==> src/rtl/pdtm_pkg.sv <==
package pdtm_pkg;

    // Field widths
    localparam int ANGLE_W = 17;
    localparam int DT_W    = 16;
    localparam int ERR_W   = 18;
    localparam int GAIN_W  = 32;
    localparam int PULSE_W = 11;
    localparam int INTEG_W = 48;
    localparam int DK_W    = 29;               // (error delta) * 1000
    localparam int PROD_W  = GAIN_W + DK_W;    // shared multiplier product
    localparam int ACC_W   = 64;

    // Divider: one quotient bit per cycle over the product magnitude
    localparam int DIV_W   = PROD_W;
    localparam int CNT_W   = $clog2(DIV_W);
    localparam logic [CNT_W-1:0] DIV_LAST = CNT_W'(DIV_W - 1);

    // Constants of the control law
    localparam logic [PULSE_W-1:0] PULSE_MIN = 11'd1000;
    localparam logic [PULSE_W-1:0] PULSE_MAX = 11'd2000;
    localparam logic signed [PROD_W:0] INTEG_HI = 62'sh7FFF_FFFF_FFFF;
    localparam logic signed [PROD_W:0] INTEG_LO = -INTEG_HI - 62'sd1;

    // Register reset values
    localparam logic [GAIN_W-1:0]  PROP_GAIN_RST  = 32'd1499464;
    localparam logic [GAIN_W-1:0]  INTEG_GAIN_RST = 32'd839;
    localparam logic [GAIN_W-1:0]  DERIV_GAIN_RST = 32'd650117;
    localparam logic [PULSE_W-1:0] THROTTLE_RST   = 11'd1300;

    // Configuration register indexes
    typedef enum logic [2:0] {
        REG_PROP_GAIN     = 3'd0,
        REG_INTEG_GAIN    = 3'd1,
        REG_DERIV_GAIN    = 3'd2,
        REG_BASE_THROTTLE = 3'd3,
        REG_TARGET_ANGLE  = 3'd4
    } t_reg_idx;

    // Controller states
    typedef enum logic [3:0] {
        ST_IDLE,
        ST_MUL_P,
        ST_MUL_I,
        ST_INTEG,
        ST_MUL_D,
        ST_DIV_INIT,
        ST_DIV,
        ST_ADD_D,
        ST_CLAMP,
        ST_CORR,
        ST_OUT
    } t_state;

    // Datapath operations
    typedef enum logic [3:0] {
        OP_NONE,
        OP_LOAD,
        OP_MUL_P,
        OP_MUL_I,
        OP_INTEG,
        OP_MUL_D,
        OP_DIV_INIT,
        OP_DIV_STEP,
        OP_ADD_D,
        OP_CLAMP,
        OP_CORR,
        OP_OUT
    } t_dp_op;

    typedef struct packed {
        t_dp_op op;
        logic   last_step;   // final divider iteration
    } t_cmd;

    typedef struct packed {
        logic out_free;      // output register empty or being drained
    } t_status;

    // Clamp a mixed pulse width to the legal motor range
    function automatic logic [PULSE_W-1:0] clamp_pulse(input logic signed [12:0] v);
        logic [PULSE_W-1:0] res;
        if (v < 13'sd1000) begin
            res = PULSE_MIN;
        end else if (v > 13'sd2000) begin
            res = PULSE_MAX;
        end else begin
            res = v[PULSE_W-1:0];
        end
        return res;
    endfunction

endpackage

==> src/rtl/pid_differential_thrust_mixer.sv <==
// Tilt PID controller with differential thrust mixing.
//
// Input stream (s_axis): one sample per transfer, the measured tilt angle
// and the milliseconds since the previous sample. Output stream (m_axis):
// one result per sample, left and right motor pulse widths, the clamped
// correction and the angle error; tuser flags saturation of the PID sum or
// the integral. Gains, throttle and target are written on the cfg channel;
// the user must write them only while the block is idle, which the block
// itself does not enforce. Writing the integral gain clears the integral.
//
// A sample passes through the states MUL_P, MUL_I, INTEG, MUL_D, DIV_INIT,
// DIV, ADD_D, CLAMP, CORR and OUT around one shared 32x29 multiplier; the
// derivative division is a restoring divider producing one quotient bit per
// cycle over 61 bits. The next sample is taken only after the previous result
// has entered the output register; that step waits while the register is full.
//
// Reset restores the default gains and clears the integral and the stored
// previous error; no channel is ready while reset is held. A result waits in
// the output register while the receiver stalls; the next sample is accepted
// and computed meanwhile, and its result waits until the register drains.
module pid_differential_thrust_mixer
    import pdtm_pkg::*;
#(
    parameter int GAIN_FRAC_BITS = 20
)
(
    input  logic                  i_clk,
    input  logic                  i_rst_n,
    // [16:0] measured_angle, [32:17] elapsed_ms
    input  logic [39:0]           s_axis_tdata,
    input  logic                  s_axis_tvalid,
    output logic                  s_axis_tready,
    // [10:0] left_pulse, [21:11] right_pulse, [32:22] correction,
    // [50:33] angle_error
    output logic [55:0]           m_axis_tdata,
    // [0] clamped
    output logic                  m_axis_tuser,
    output logic                  m_axis_tvalid,
    input  logic                  m_axis_tready,
    input  logic                  i_cfg_valid,
    output logic                  o_cfg_ready,
    input  logic [2:0]            i_cfg_index,
    input  logic [GAIN_W-1:0]     i_cfg_data
);

    t_cmd                      cmd;
    t_status                   status;
    logic [PULSE_W-1:0]        left, right;
    logic signed [PULSE_W-1:0] corr;
    logic signed [ERR_W-1:0]   err;

    pdtm_ctrl u_ctrl (
        .i_clk      (i_clk),
        .i_rst_n    (i_rst_n),
        .i_in_valid (s_axis_tvalid),
        .o_in_ready (s_axis_tready),
        .o_cmd      (cmd),
        .i_status   (status)
    );

    pdtm_datapath #(
        .GAIN_FRAC_BITS (GAIN_FRAC_BITS)
    ) u_datapath (
        .i_clk       (i_clk),
        .i_rst_n     (i_rst_n),
        .i_cmd       (cmd),
        .o_status    (status),
        .i_angle     (s_axis_tdata[16:0]),
        .i_elapsed   (s_axis_tdata[32:17]),
        .i_cfg_valid (i_cfg_valid),
        .i_cfg_index (i_cfg_index),
        .i_cfg_data  (i_cfg_data),
        .o_cfg_ready (o_cfg_ready),
        .o_out_valid (m_axis_tvalid),
        .i_out_ready (m_axis_tready),
        .o_left      (left),
        .o_right     (right),
        .o_corr      (corr),
        .o_err       (err),
        .o_sat       (m_axis_tuser)
    );

    assign m_axis_tdata = {5'b0, err, corr, right, left};

endmodule

==> src/rtl/pdtm_ctrl.sv <==
module pdtm_ctrl
    import pdtm_pkg::*;
(
    input  logic    i_clk,
    input  logic    i_rst_n,
    input  logic    i_in_valid,
    output logic    o_in_ready,
    output t_cmd    o_cmd,
    input  t_status i_status
);

    t_state           r_state, n_state;
    logic [CNT_W-1:0] r_cnt, n_cnt;

    // State and iteration counter
    always_ff @(posedge i_clk) begin
        if (!i_rst_n) begin
            r_state <= ST_IDLE;
            r_cnt   <= '0;
        end else begin
            r_state <= n_state;
            r_cnt   <= n_cnt;
        end
    end

    // Sequencing of one sample through the shared datapath
    always_comb begin
        n_state          = r_state;
        n_cnt            = r_cnt;
        o_in_ready       = 1'b0;
        o_cmd.op         = OP_NONE;
        o_cmd.last_step  = 1'b0;
        case (r_state)
            ST_IDLE: begin
                o_in_ready = i_rst_n;
                if (i_in_valid && i_rst_n) begin
                    o_cmd.op = OP_LOAD;
                    n_state  = ST_MUL_P;
                end
            end
            ST_MUL_P: begin
                o_cmd.op = OP_MUL_P;
                n_state  = ST_MUL_I;
            end
            ST_MUL_I: begin
                o_cmd.op = OP_MUL_I;
                n_state  = ST_INTEG;
            end
            ST_INTEG: begin
                o_cmd.op = OP_INTEG;
                n_state  = ST_MUL_D;
            end
            ST_MUL_D: begin
                o_cmd.op = OP_MUL_D;
                n_state  = ST_DIV_INIT;
            end
            ST_DIV_INIT: begin
                o_cmd.op = OP_DIV_INIT;
                n_cnt    = '0;
                n_state  = ST_DIV;
            end
            ST_DIV: begin
                o_cmd.op = OP_DIV_STEP;
                if (r_cnt == DIV_LAST) begin
                    o_cmd.last_step = 1'b1;
                    n_state         = ST_ADD_D;
                end else begin
                    n_cnt = r_cnt + 1'b1;
                end
            end
            ST_ADD_D: begin
                o_cmd.op = OP_ADD_D;
                n_state  = ST_CLAMP;
            end
            ST_CLAMP: begin
                o_cmd.op = OP_CLAMP;
                n_state  = ST_CORR;
            end
            ST_CORR: begin
                o_cmd.op = OP_CORR;
                n_state  = ST_OUT;
            end
            ST_OUT: begin
                if (i_status.out_free) begin
                    o_cmd.op = OP_OUT;
                    n_state  = ST_IDLE;
                end
            end
            default: begin
                n_state = ST_IDLE;
            end
        endcase
    end

    // A transfer in starts the multiply sequence
    a_accept_starts: assert property (@(posedge i_clk) disable iff (!i_rst_n)
        (i_in_valid && o_in_ready) |=> (r_state == ST_MUL_P))
        else $error("accepted sample did not start the sequence");

    // The divider runs exactly its fixed number of iterations
    a_div_ends: assert property (@(posedge i_clk) disable iff (!i_rst_n)
        (r_state == ST_DIV && r_cnt == DIV_LAST) |=> (r_state == ST_ADD_D))
        else $error("divider did not finish on its last iteration");

    a_cnt_range: assert property (@(posedge i_clk) disable iff (!i_rst_n)
        (r_state == ST_DIV) |-> (r_cnt <= DIV_LAST))
        else $error("divider count out of range");

endmodule

==> src/rtl/pdtm_datapath.sv <==
module pdtm_datapath
    import pdtm_pkg::*;
#(
    parameter int GAIN_FRAC_BITS = 20
)
(
    input  logic                      i_clk,
    input  logic                      i_rst_n,
    input  t_cmd                      i_cmd,
    output t_status                   o_status,
    input  logic signed [ANGLE_W-1:0] i_angle,
    input  logic [DT_W-1:0]           i_elapsed,
    input  logic                      i_cfg_valid,
    input  logic [2:0]                i_cfg_index,
    input  logic [GAIN_W-1:0]         i_cfg_data,
    output logic                      o_cfg_ready,
    output logic                      o_out_valid,
    input  logic                      i_out_ready,
    output logic [PULSE_W-1:0]        o_left,
    output logic [PULSE_W-1:0]        o_right,
    output logic signed [PULSE_W-1:0] o_corr,
    output logic signed [ERR_W-1:0]   o_err,
    output logic                      o_sat
);

    localparam int ACC_FRAC = 8 + GAIN_FRAC_BITS;
    localparam logic signed [ACC_W-1:0] ACC_LIM    = 64'sd1000 <<< ACC_FRAC;
    localparam logic signed [ACC_W-1:0] TRUNC_BIAS = (64'sd1 <<< ACC_FRAC) - 64'sd1;

    // Configuration registers
    logic signed [GAIN_W-1:0]  r_kp, r_ki, r_kd;
    logic [PULSE_W-1:0]        r_base;
    logic signed [ANGLE_W-1:0] r_target;

    // Working registers
    logic signed [ERR_W-1:0]   r_err, r_last;
    logic [DT_W-1:0]           r_dt;
    logic signed [DK_W-1:0]    r_dk;
    logic signed [PROD_W-1:0]  r_prod;
    logic signed [ACC_W-1:0]   r_acc;
    logic signed [INTEG_W-1:0] r_integ;
    logic                      r_sat;
    logic                      r_neg;
    logic [DIV_W-1:0]          r_quo;
    logic [DT_W-1:0]           r_rem;
    logic signed [PULSE_W-1:0] r_corr;

    // Output register
    logic                      r_out_valid;
    logic [PULSE_W-1:0]        r_out_left, r_out_right;
    logic signed [PULSE_W-1:0] r_out_corr;
    logic signed [ERR_W-1:0]   r_out_err;
    logic                      r_out_sat;

    logic                      cfg_wr;
    logic signed [ERR_W:0]     derr;
    logic signed [GAIN_W-1:0]  mul_a;
    logic signed [DK_W-1:0]    mul_b;
    logic signed [PROD_W-1:0]  mul_res;
    logic signed [PROD_W:0]    integ_sum;
    logic [DT_W:0]             div_shift;
    logic [DT_W+1:0]           div_diff;
    logic signed [PROD_W:0]    d_mag, d_val;
    logic signed [ACC_W-1:0]   corr_biased, corr_shift;
    logic signed [12:0]        base_s, corr_s;

    assign cfg_wr      = i_cfg_valid;
    assign o_cfg_ready = i_rst_n;
    assign o_status.out_free = !r_out_valid || i_out_ready;

    // Shared multiplier operand select
    always_comb begin
        case (i_cmd.op)
            OP_MUL_I: begin
                mul_a = r_ki;
                mul_b = DK_W'(r_err);
            end
            OP_MUL_D: begin
                mul_a = r_kd;
                mul_b = r_dk;
            end
            default: begin
                mul_a = r_kp;
                mul_b = DK_W'(r_err);
            end
        endcase
    end
    assign mul_res = mul_a * mul_b;

    // Error delta, integral update, divider step and output mix
    assign derr        = (ERR_W+1)'(r_err) - (ERR_W+1)'(r_last);
    assign integ_sum   = (PROD_W+1)'(r_integ) + (PROD_W+1)'(r_prod);
    assign div_shift   = {r_rem, r_quo[DIV_W-1]};
    assign div_diff    = {1'b0, div_shift} - {2'b00, r_dt};
    assign d_mag       = signed'({1'b0, r_quo});
    assign d_val       = r_neg ? -d_mag : d_mag;
    assign corr_biased = r_acc + (r_acc[ACC_W-1] ? TRUNC_BIAS : '0);
    assign corr_shift  = corr_biased >>> ACC_FRAC;
    assign base_s      = signed'({2'b00, r_base});
    assign corr_s      = 13'(r_corr);

    // Configuration registers; an integral gain write clears the integral
    always_ff @(posedge i_clk) begin
        if (!i_rst_n) begin
            r_kp     <= PROP_GAIN_RST;
            r_ki     <= INTEG_GAIN_RST;
            r_kd     <= DERIV_GAIN_RST;
            r_base   <= THROTTLE_RST;
            r_target <= '0;
        end else if (cfg_wr) begin
            case (i_cfg_index)
                REG_PROP_GAIN:     r_kp     <= i_cfg_data;
                REG_INTEG_GAIN:    r_ki     <= i_cfg_data;
                REG_DERIV_GAIN:    r_kd     <= i_cfg_data;
                REG_BASE_THROTTLE: r_base   <= i_cfg_data[PULSE_W-1:0];
                REG_TARGET_ANGLE:  r_target <= i_cfg_data[ANGLE_W-1:0];
                default: ;
            endcase
        end
    end

    // Loop state: integral and previous error
    always_ff @(posedge i_clk) begin
        if (!i_rst_n) begin
            r_integ <= '0;
            r_last  <= '0;
        end else begin
            if (cfg_wr && i_cfg_index == REG_INTEG_GAIN) begin
                r_integ <= '0;
            end else if (i_cmd.op == OP_INTEG) begin
                if (integ_sum > INTEG_HI) begin
                    r_integ <= INTEG_HI[INTEG_W-1:0];
                end else if (integ_sum < INTEG_LO) begin
                    r_integ <= INTEG_LO[INTEG_W-1:0];
                end else begin
                    r_integ <= integ_sum[INTEG_W-1:0];
                end
            end
            if (i_cmd.op == OP_MUL_D) begin
                r_last <= r_err;
            end
        end
    end

    // Per-sample arithmetic
    always_ff @(posedge i_clk) begin
        case (i_cmd.op)
            OP_LOAD: begin
                r_err <= ERR_W'(i_angle) - ERR_W'(r_target);
                r_dt  <= (i_elapsed == '0) ? DT_W'(1) : i_elapsed;
                r_sat <= 1'b0;
            end
            OP_MUL_P: begin
                r_prod <= mul_res;
                r_dk   <= DK_W'(derr) * 29'sd1000;
            end
            OP_MUL_I: begin
                r_acc  <= ACC_W'(r_prod);
                r_prod <= mul_res;
            end
            OP_INTEG: begin
                if (integ_sum > INTEG_HI || integ_sum < INTEG_LO) begin
                    r_sat <= 1'b1;
                end
            end
            OP_MUL_D: begin
                r_acc  <= r_acc + ACC_W'(r_integ);
                r_prod <= mul_res;
            end
            OP_DIV_INIT: begin
                r_neg <= r_prod[PROD_W-1];
                r_quo <= r_prod[PROD_W-1] ? DIV_W'(-r_prod) : DIV_W'(r_prod);
                r_rem <= '0;
            end
            OP_DIV_STEP: begin
                if (!div_diff[DT_W+1]) begin
                    r_rem <= div_diff[DT_W-1:0];
                    r_quo <= {r_quo[DIV_W-2:0], 1'b1};
                end else begin
                    r_rem <= div_shift[DT_W-1:0];
                    r_quo <= {r_quo[DIV_W-2:0], 1'b0};
                end
            end
            OP_ADD_D: begin
                r_acc <= r_acc + ACC_W'(d_val);
            end
            OP_CLAMP: begin
                if (r_acc > ACC_LIM) begin
                    r_acc <= ACC_LIM;
                    r_sat <= 1'b1;
                end else if (r_acc < -ACC_LIM) begin
                    r_acc <= -ACC_LIM;
                    r_sat <= 1'b1;
                end
            end
            OP_CORR: begin
                r_corr <= corr_shift[PULSE_W-1:0];
            end
            default: ;
        endcase
    end

    // Output register valid
    always_ff @(posedge i_clk) begin
        if (!i_rst_n) begin
            r_out_valid <= 1'b0;
        end else if (i_cmd.op == OP_OUT) begin
            r_out_valid <= 1'b1;
        end else if (i_out_ready) begin
            r_out_valid <= 1'b0;
        end
    end

    // Output payload with motor mix
    always_ff @(posedge i_clk) begin
        if (i_cmd.op == OP_OUT) begin
            r_out_left  <= clamp_pulse(base_s - corr_s);
            r_out_right <= clamp_pulse(base_s + corr_s);
            r_out_corr  <= r_corr;
            r_out_err   <= r_err;
            r_out_sat   <= r_sat;
        end
    end

    assign o_out_valid = r_out_valid;
    assign o_left      = r_out_left;
    assign o_right     = r_out_right;
    assign o_corr      = r_out_corr;
    assign o_err       = r_out_err;
    assign o_sat       = r_out_sat;

    // Divider remainder always stays below the divisor
    a_rem_bound: assert property (@(posedge i_clk) disable iff (!i_rst_n)
        (i_cmd.op == OP_DIV_STEP) |-> (r_rem < r_dt))
        else $error("divider remainder not below divisor");

    // Correction is within the clamp when it is mixed
    a_corr_range: assert property (@(posedge i_clk) disable iff (!i_rst_n)
        (i_cmd.op == OP_OUT) |-> (r_corr <= 11'sd1000 && r_corr >= -11'sd1000))
        else $error("correction outside clamp");

    // Integral gain write clears the integral
    a_integ_clear: assert property (@(posedge i_clk) disable iff (!i_rst_n)
        (cfg_wr && i_cfg_index == REG_INTEG_GAIN) |=> (r_integ == '0))
        else $error("integral not cleared by gain write");

endmodule
==> config.mk <==
export PLATFORM = sky130hd
export DESIGN_NAME = pid_differential_thrust_mixer
export DESIGN_NICKNAME = d
export VERILOG_FILES = /design/src/rtl/pdtm_pkg.sv /design/src/rtl/pid_differential_thrust_mixer.sv /design/src/rtl/pdtm_ctrl.sv /design/src/rtl/pdtm_datapath.sv
export SDC_FILE = /design/constraint.sdc
export NUM_CORES = 2
export LEC_CHECK = 0
export BUFFER_PORTS_ARGS = -buffer_cell sky130_fd_sc_hd__buf_4
export CAP_MARGIN = 5
export CORE_MARGIN = 2
export CORE_UTILIZATION = 55
export DETAILED_ROUTE_END_ITERATION = 7
export PLACE_DENSITY = 0.74
export SYNTH_ARGS = -nofsm -noshare
export SYNTH_HDL_FRONTEND = slang
export SYNTH_HIERARCHICAL = 1
export SYNTH_SLANG_ARGS = --single-unit
==> constraint.sdc <==
create_clock -name i_clk -period 9.65 [get_ports i_clk]
set_input_delay 0 -clock i_clk [delete_from_list [all_inputs] [get_ports i_clk]]
set_output_delay 0 -clock i_clk [all_outputs]
set_load 0.01 [all_outputs]
# Yosys cells after proc, flatten, opt, wreduce, memory -nomap -nowiden
# Index checks and enable logic that the tools add are counted.
[classes]
n_lt_le_gt_ge = 8
n_addsub = 12
n_reduce_logical = 26
bitwise_logic = 1
muxes = 32
n_eq_ne = 32
multipliers = 2
[op_table]
columns = ["cell", "count"]
rows = [
  ["$pmux 64 s4", 1],
  ["$mux 64", 2],
  ["$pmux 61 s2", 1],
  ["$mux 48", 2],
  ["$pmux 4 s11", 2],
  ["$add 64x48->64", 1],
  ["$add 64x62->64", 1],
  ["$gt 64x39->1 const B", 1],
  ["$lt 64x39->1 const B", 1],
  ["$pmux 32 s2", 1],
  ["$add 48x61->62", 1],
  ["$gt 62x48->1 const B", 1],
  ["$lt 62x48->1 const B", 1],
  ["$mux 62", 1],
  ["$neg 61->62", 1],
  ["$mul 32x29->61", 1],
  ["$mux 61", 1],
  ["$neg 61->61", 1],
  ["$add 39x39->39", 1],
  ["$eq 4x3->1 const B", 8],
  ["$pmux 16 s2", 1],
  ["$mux 29", 1],
  ["$eq 4x4->1 const B", 7],
  ["$mux 28", 1],
  ["other kinds (39)", 73],
]
[word_totals]
register_bits = 528
out_inout_bits = 60
input_bits = 80
word_cells = 140

# Longest topological paths before layout
[logic_depth]
ltp_word = 7
depth_mapped = 43
mapped_depth_nobuf = 38

# By module
# Netlist, hierarchy kept.
[by_module_without_submodules]
columns = ["mod", "seq_area_each_um2", "instances", "area_per_inst_um2", "cells_per_inst"]
rows = [
  ["pdtm_datapath", 13643.1, 1, 70098.5, 7922],
  ["pdtm_ctrl", 200.2, 1, 650.6, 85],
  ["pid_differential_thrust_mixer", 0.0, 1, 41.3, 6],
]

# Worst setup path after synthesis
# No wires, ideal clock.
[synth_path]
kind = "register to register"
start = "register u_ctrl.r_state[2]"
end = "register u_datapath.r_prod[57] (data pin)"
path_stages_with_launch = 41
setup_time_ns = 0.263
arrival_time_ns = 10.340
setup_slack_ns = -0.953
required_ns = 9.387
period_less_slack_ns = 10.603
path_buffers = 4
cell_sequence = "dfxtp_1 clkbuf_1 nor2_1 inv_1 nor2_1 a221oi_1 nand2_1 nor3_1 nor2_1 clkbuf_1 clkbuf_1 a221oi_1 clkbuf_1 nor2_1 fa_1 fa_1 fa_1 inv_1 [... 5 more ...] inv_1 fa_1 inv_1 fa_1 inv_1 ha_1 and3_1 and3_1 o211ai_1 o21ai_0 a21boi_0 o2bb2ai_1 o211ai_1 a31o_2 o211ai_1 a31oi_1 mux2i_1 xor2_1"
[synth_lines]
columns = ["item", "line_no", "rtl"]
rows = [
  ["start: declaration", "pdtm_ctrl.sv:12", "t_state r_state, n_state;"],
  ["start signal: assignment", "pdtm_ctrl.sv:21", "r_state <= n_state;"],
  ["end signal: assignment", "pdtm_datapath.sv:154", "r_prod <= mul_res;"],
  ["end signal: assignment", "pdtm_datapath.sv:159", "r_prod <= mul_res;"],
  ["end signal: assignment", "pdtm_datapath.sv:168", "r_prod <= mul_res;"],
  ["end: declaration", "pdtm_datapath.sv:39", "logic signed [PROD_W-1:0] r_prod;"],
]

==> results.md <==
* Status: finished with violations
* Failing checks: negative setup slack
* WHS Path Cells at 4
* Multi-input gate area at 52300 um2
* WS Path Type: reg2reg
* Final Net Count at 10.2k
* Slew at the pin closest to its max-slew limit at 1.32 ns
* Hold Vio Cnt, Final at 0
* Skew final at 0.0348 ns
* Worst Setup Start Kind: flop
* 1st-iter DRT viols at 5964
* CP endpoint kind: flop
* Congestion Overflow GR at 0
* Wire length per cell at 22.0 um
* Crit share post-route at 101%
* CTS tree: yes
* Clock Path Buffers at 3
* Cell Rows at 131
* Placer Congestion at 1.00
* Largest net degree at the start of global routing at 114
* R2r endpoint: u_datapath/r_prod[38]
* All-Layer GR Usage at 34.4%
* Buffers on Ports at 127
* Fin Setup TNS at -0.0699 ns
* Yosys warns at 6
* Most frequent cells in the layout: 1227 x inv_1, 1007 x fa_1, 958 x nand2_1
* # clock sinks at 528
* Vias at 60.8k
* I/O pin count at 140
* Post-Syn Instances at 8011
* Period minus WS final at 9.72 ns
* Avg Inst Size Synth at 8.84 um2
* Worst path most repeated cell: fa_1
* Sequential Area at 13800 um2
* Die Span X at 363 um
* Final setup fails at 1
* Total CTS buffers at 66
* Worst EP required at 10.07 ns
* DIE AREA at 132000 um2
* Worst r2r src: u_datapath/o_out_valid
* # H-tree levels at 3
* Final ANT Viol Nets at 0
* Initial core utilization at 55.4%
* Placeable core area at 128000 um2
* Skew-Pair Late Insertion Delay at 0.68 ns
* Hold path start: i_cfg_valid
* DRC violations left at 0
* Area grow syn2layout at 17.8%
* Unrepaired setup endpoints after global routing: true
* Crit path DAT at 10.14 ns
* Drt via density at 5.90
* DIE HEIGHT at 363 um
* Final-report max-slew violation count at 0
* Drt total wl at 227000 um
* Share of layout cells above drive strength 1 at 14.8%
* DR pass1 iterations at 6
* Fillers at 10.0k
* Clock-pin slew on the worst setup and hold paths at 0.06 ns
* Worst min-delay path category: in2reg
* Global-route wire length before repair at 350000 um
* Max Freq at 103 MHz
* Initial antenna violation count at 3
* FF-to-FF path depth at 40
* Max Cap Viol at 0
* Placed wire-length estimate at 178000 um
* Worst Path Max Fanout at 8
* R2R setup slack at -0.07 ns
* Commonest non-fill, non-tap cell in the layout: inv_1
* Vias in the first global route at 62.0k
* CP peak stage delay at 0.56 ns
* Final WS setup at -0.0699 ns
* Clock root cell: clkbuf_16
* WHS Endpoint: u_datapath/r_target[13]
* Mapped cell area at 70800 um2
* Slowest stage cell, crit path: fa_1
* Worst slew margin at 11.4%
through the flow:
stage	hold WS (ns)	cells	worst slack, ns	area (um2)	util (%)
CTS	0.00509	10200	-0.0198	81400	63.7
finish	0.0617	10300	-0.0699	83300	65.3
global route	0.0584	10300	-0.369	83300	65.3
floorplan	0.0918	8015	0.00203	70900	-
detailed placement	0.191	9961	-0.521	77400	60.6
global placement	0.190	9961	-0.391	77400	60.6
area by class of cell:
class / count / share of cell area [%]
diodes: 4 / 0.0120
clock buffers: 83 / 2.27
clock inverters: 37 / 0.573
inverters: 1255 / 5.66
multi-input cells: 5867 / 62.8
flip-flops and latches: 528 / 16.6
well taps: 1662 / 2.49
repair buffers: 866 / 9.60
worst max-delay path by stage:
stage                                  to                    from
CTS                 u_datapath/r_prod[59]  u_datapath/o_out_valid
finish              u_datapath/r_prod[38]  u_datapath/o_out_valid
global placement    u_datapath/r_prod[57]  u_datapath/o_out_valid
global route        u_datapath/r_prod[38]  u_datapath/o_out_valid
detailed placement  u_datapath/r_prod[59]  u_datapath/o_out_valid
floorplan           u_datapath/r_prod[57]       u_ctrl/r_state[0]
registers in the layout (all words and copies together) (netlist names), 4 cells and up:
signal	count
u_datapath/r_prod	61
u_datapath/r_kd	32
u_datapath/r_rem	16
u_datapath/o_right	11
u_ctrl/r_cnt	6
u_datapath/r_target	17
u_datapath/r_integ	48
u_datapath/r_base	11
u_datapath/o_err	18
u_datapath/o_corr	11
u_datapath/r_dt	16
u_datapath/r_ki	32
u_datapath/r_acc	64
u_datapath/r_corr	11
u_datapath/r_dk	26
u_datapath/r_last	18
u_datapath/r_quo	61
u_datapath/r_kp	32
u_datapath/r_err	18
u_datapath/o_left	11
u_ctrl/r_state	4
routing by layer:
metal / global-route usage [%] / vias up / wire length [um]
met3: 5.83 / 718 / 21200
li1: - / 27100 / -
met4: 17.6 / 2 / 14600
met1: 44.8 / 29900 / 88100
met5: 0 / - / 13
met2: 55.4 / 3001 / 103000
worst max-delay path, delay by kind of cell, from the launching register on:
kind	cells	cell delay [ns]
DFF	1	0.33
and+or+nand+nor	9	1.65
xor gates and xnor gates	1	0.11
AOI/OAI and AO/OA	9	1.66
buffers and inverters	12	1.44
adders and majority gates	9	4.28
what timing repair did:
action | CTS | global route
setup endpoints to repair | 20 | 22
hold endpoints to repair | 165 | 0
pin swaps | 36 | 172
buffers inserted | 28 | 99
gates resized for setup | 108 | 321
gates cloned | 7 | 4
hold buffers | 81 | 0
Power is not shown: default switching activity piles up to over one toggle a cycle in this logic, so the estimate is an artifact.
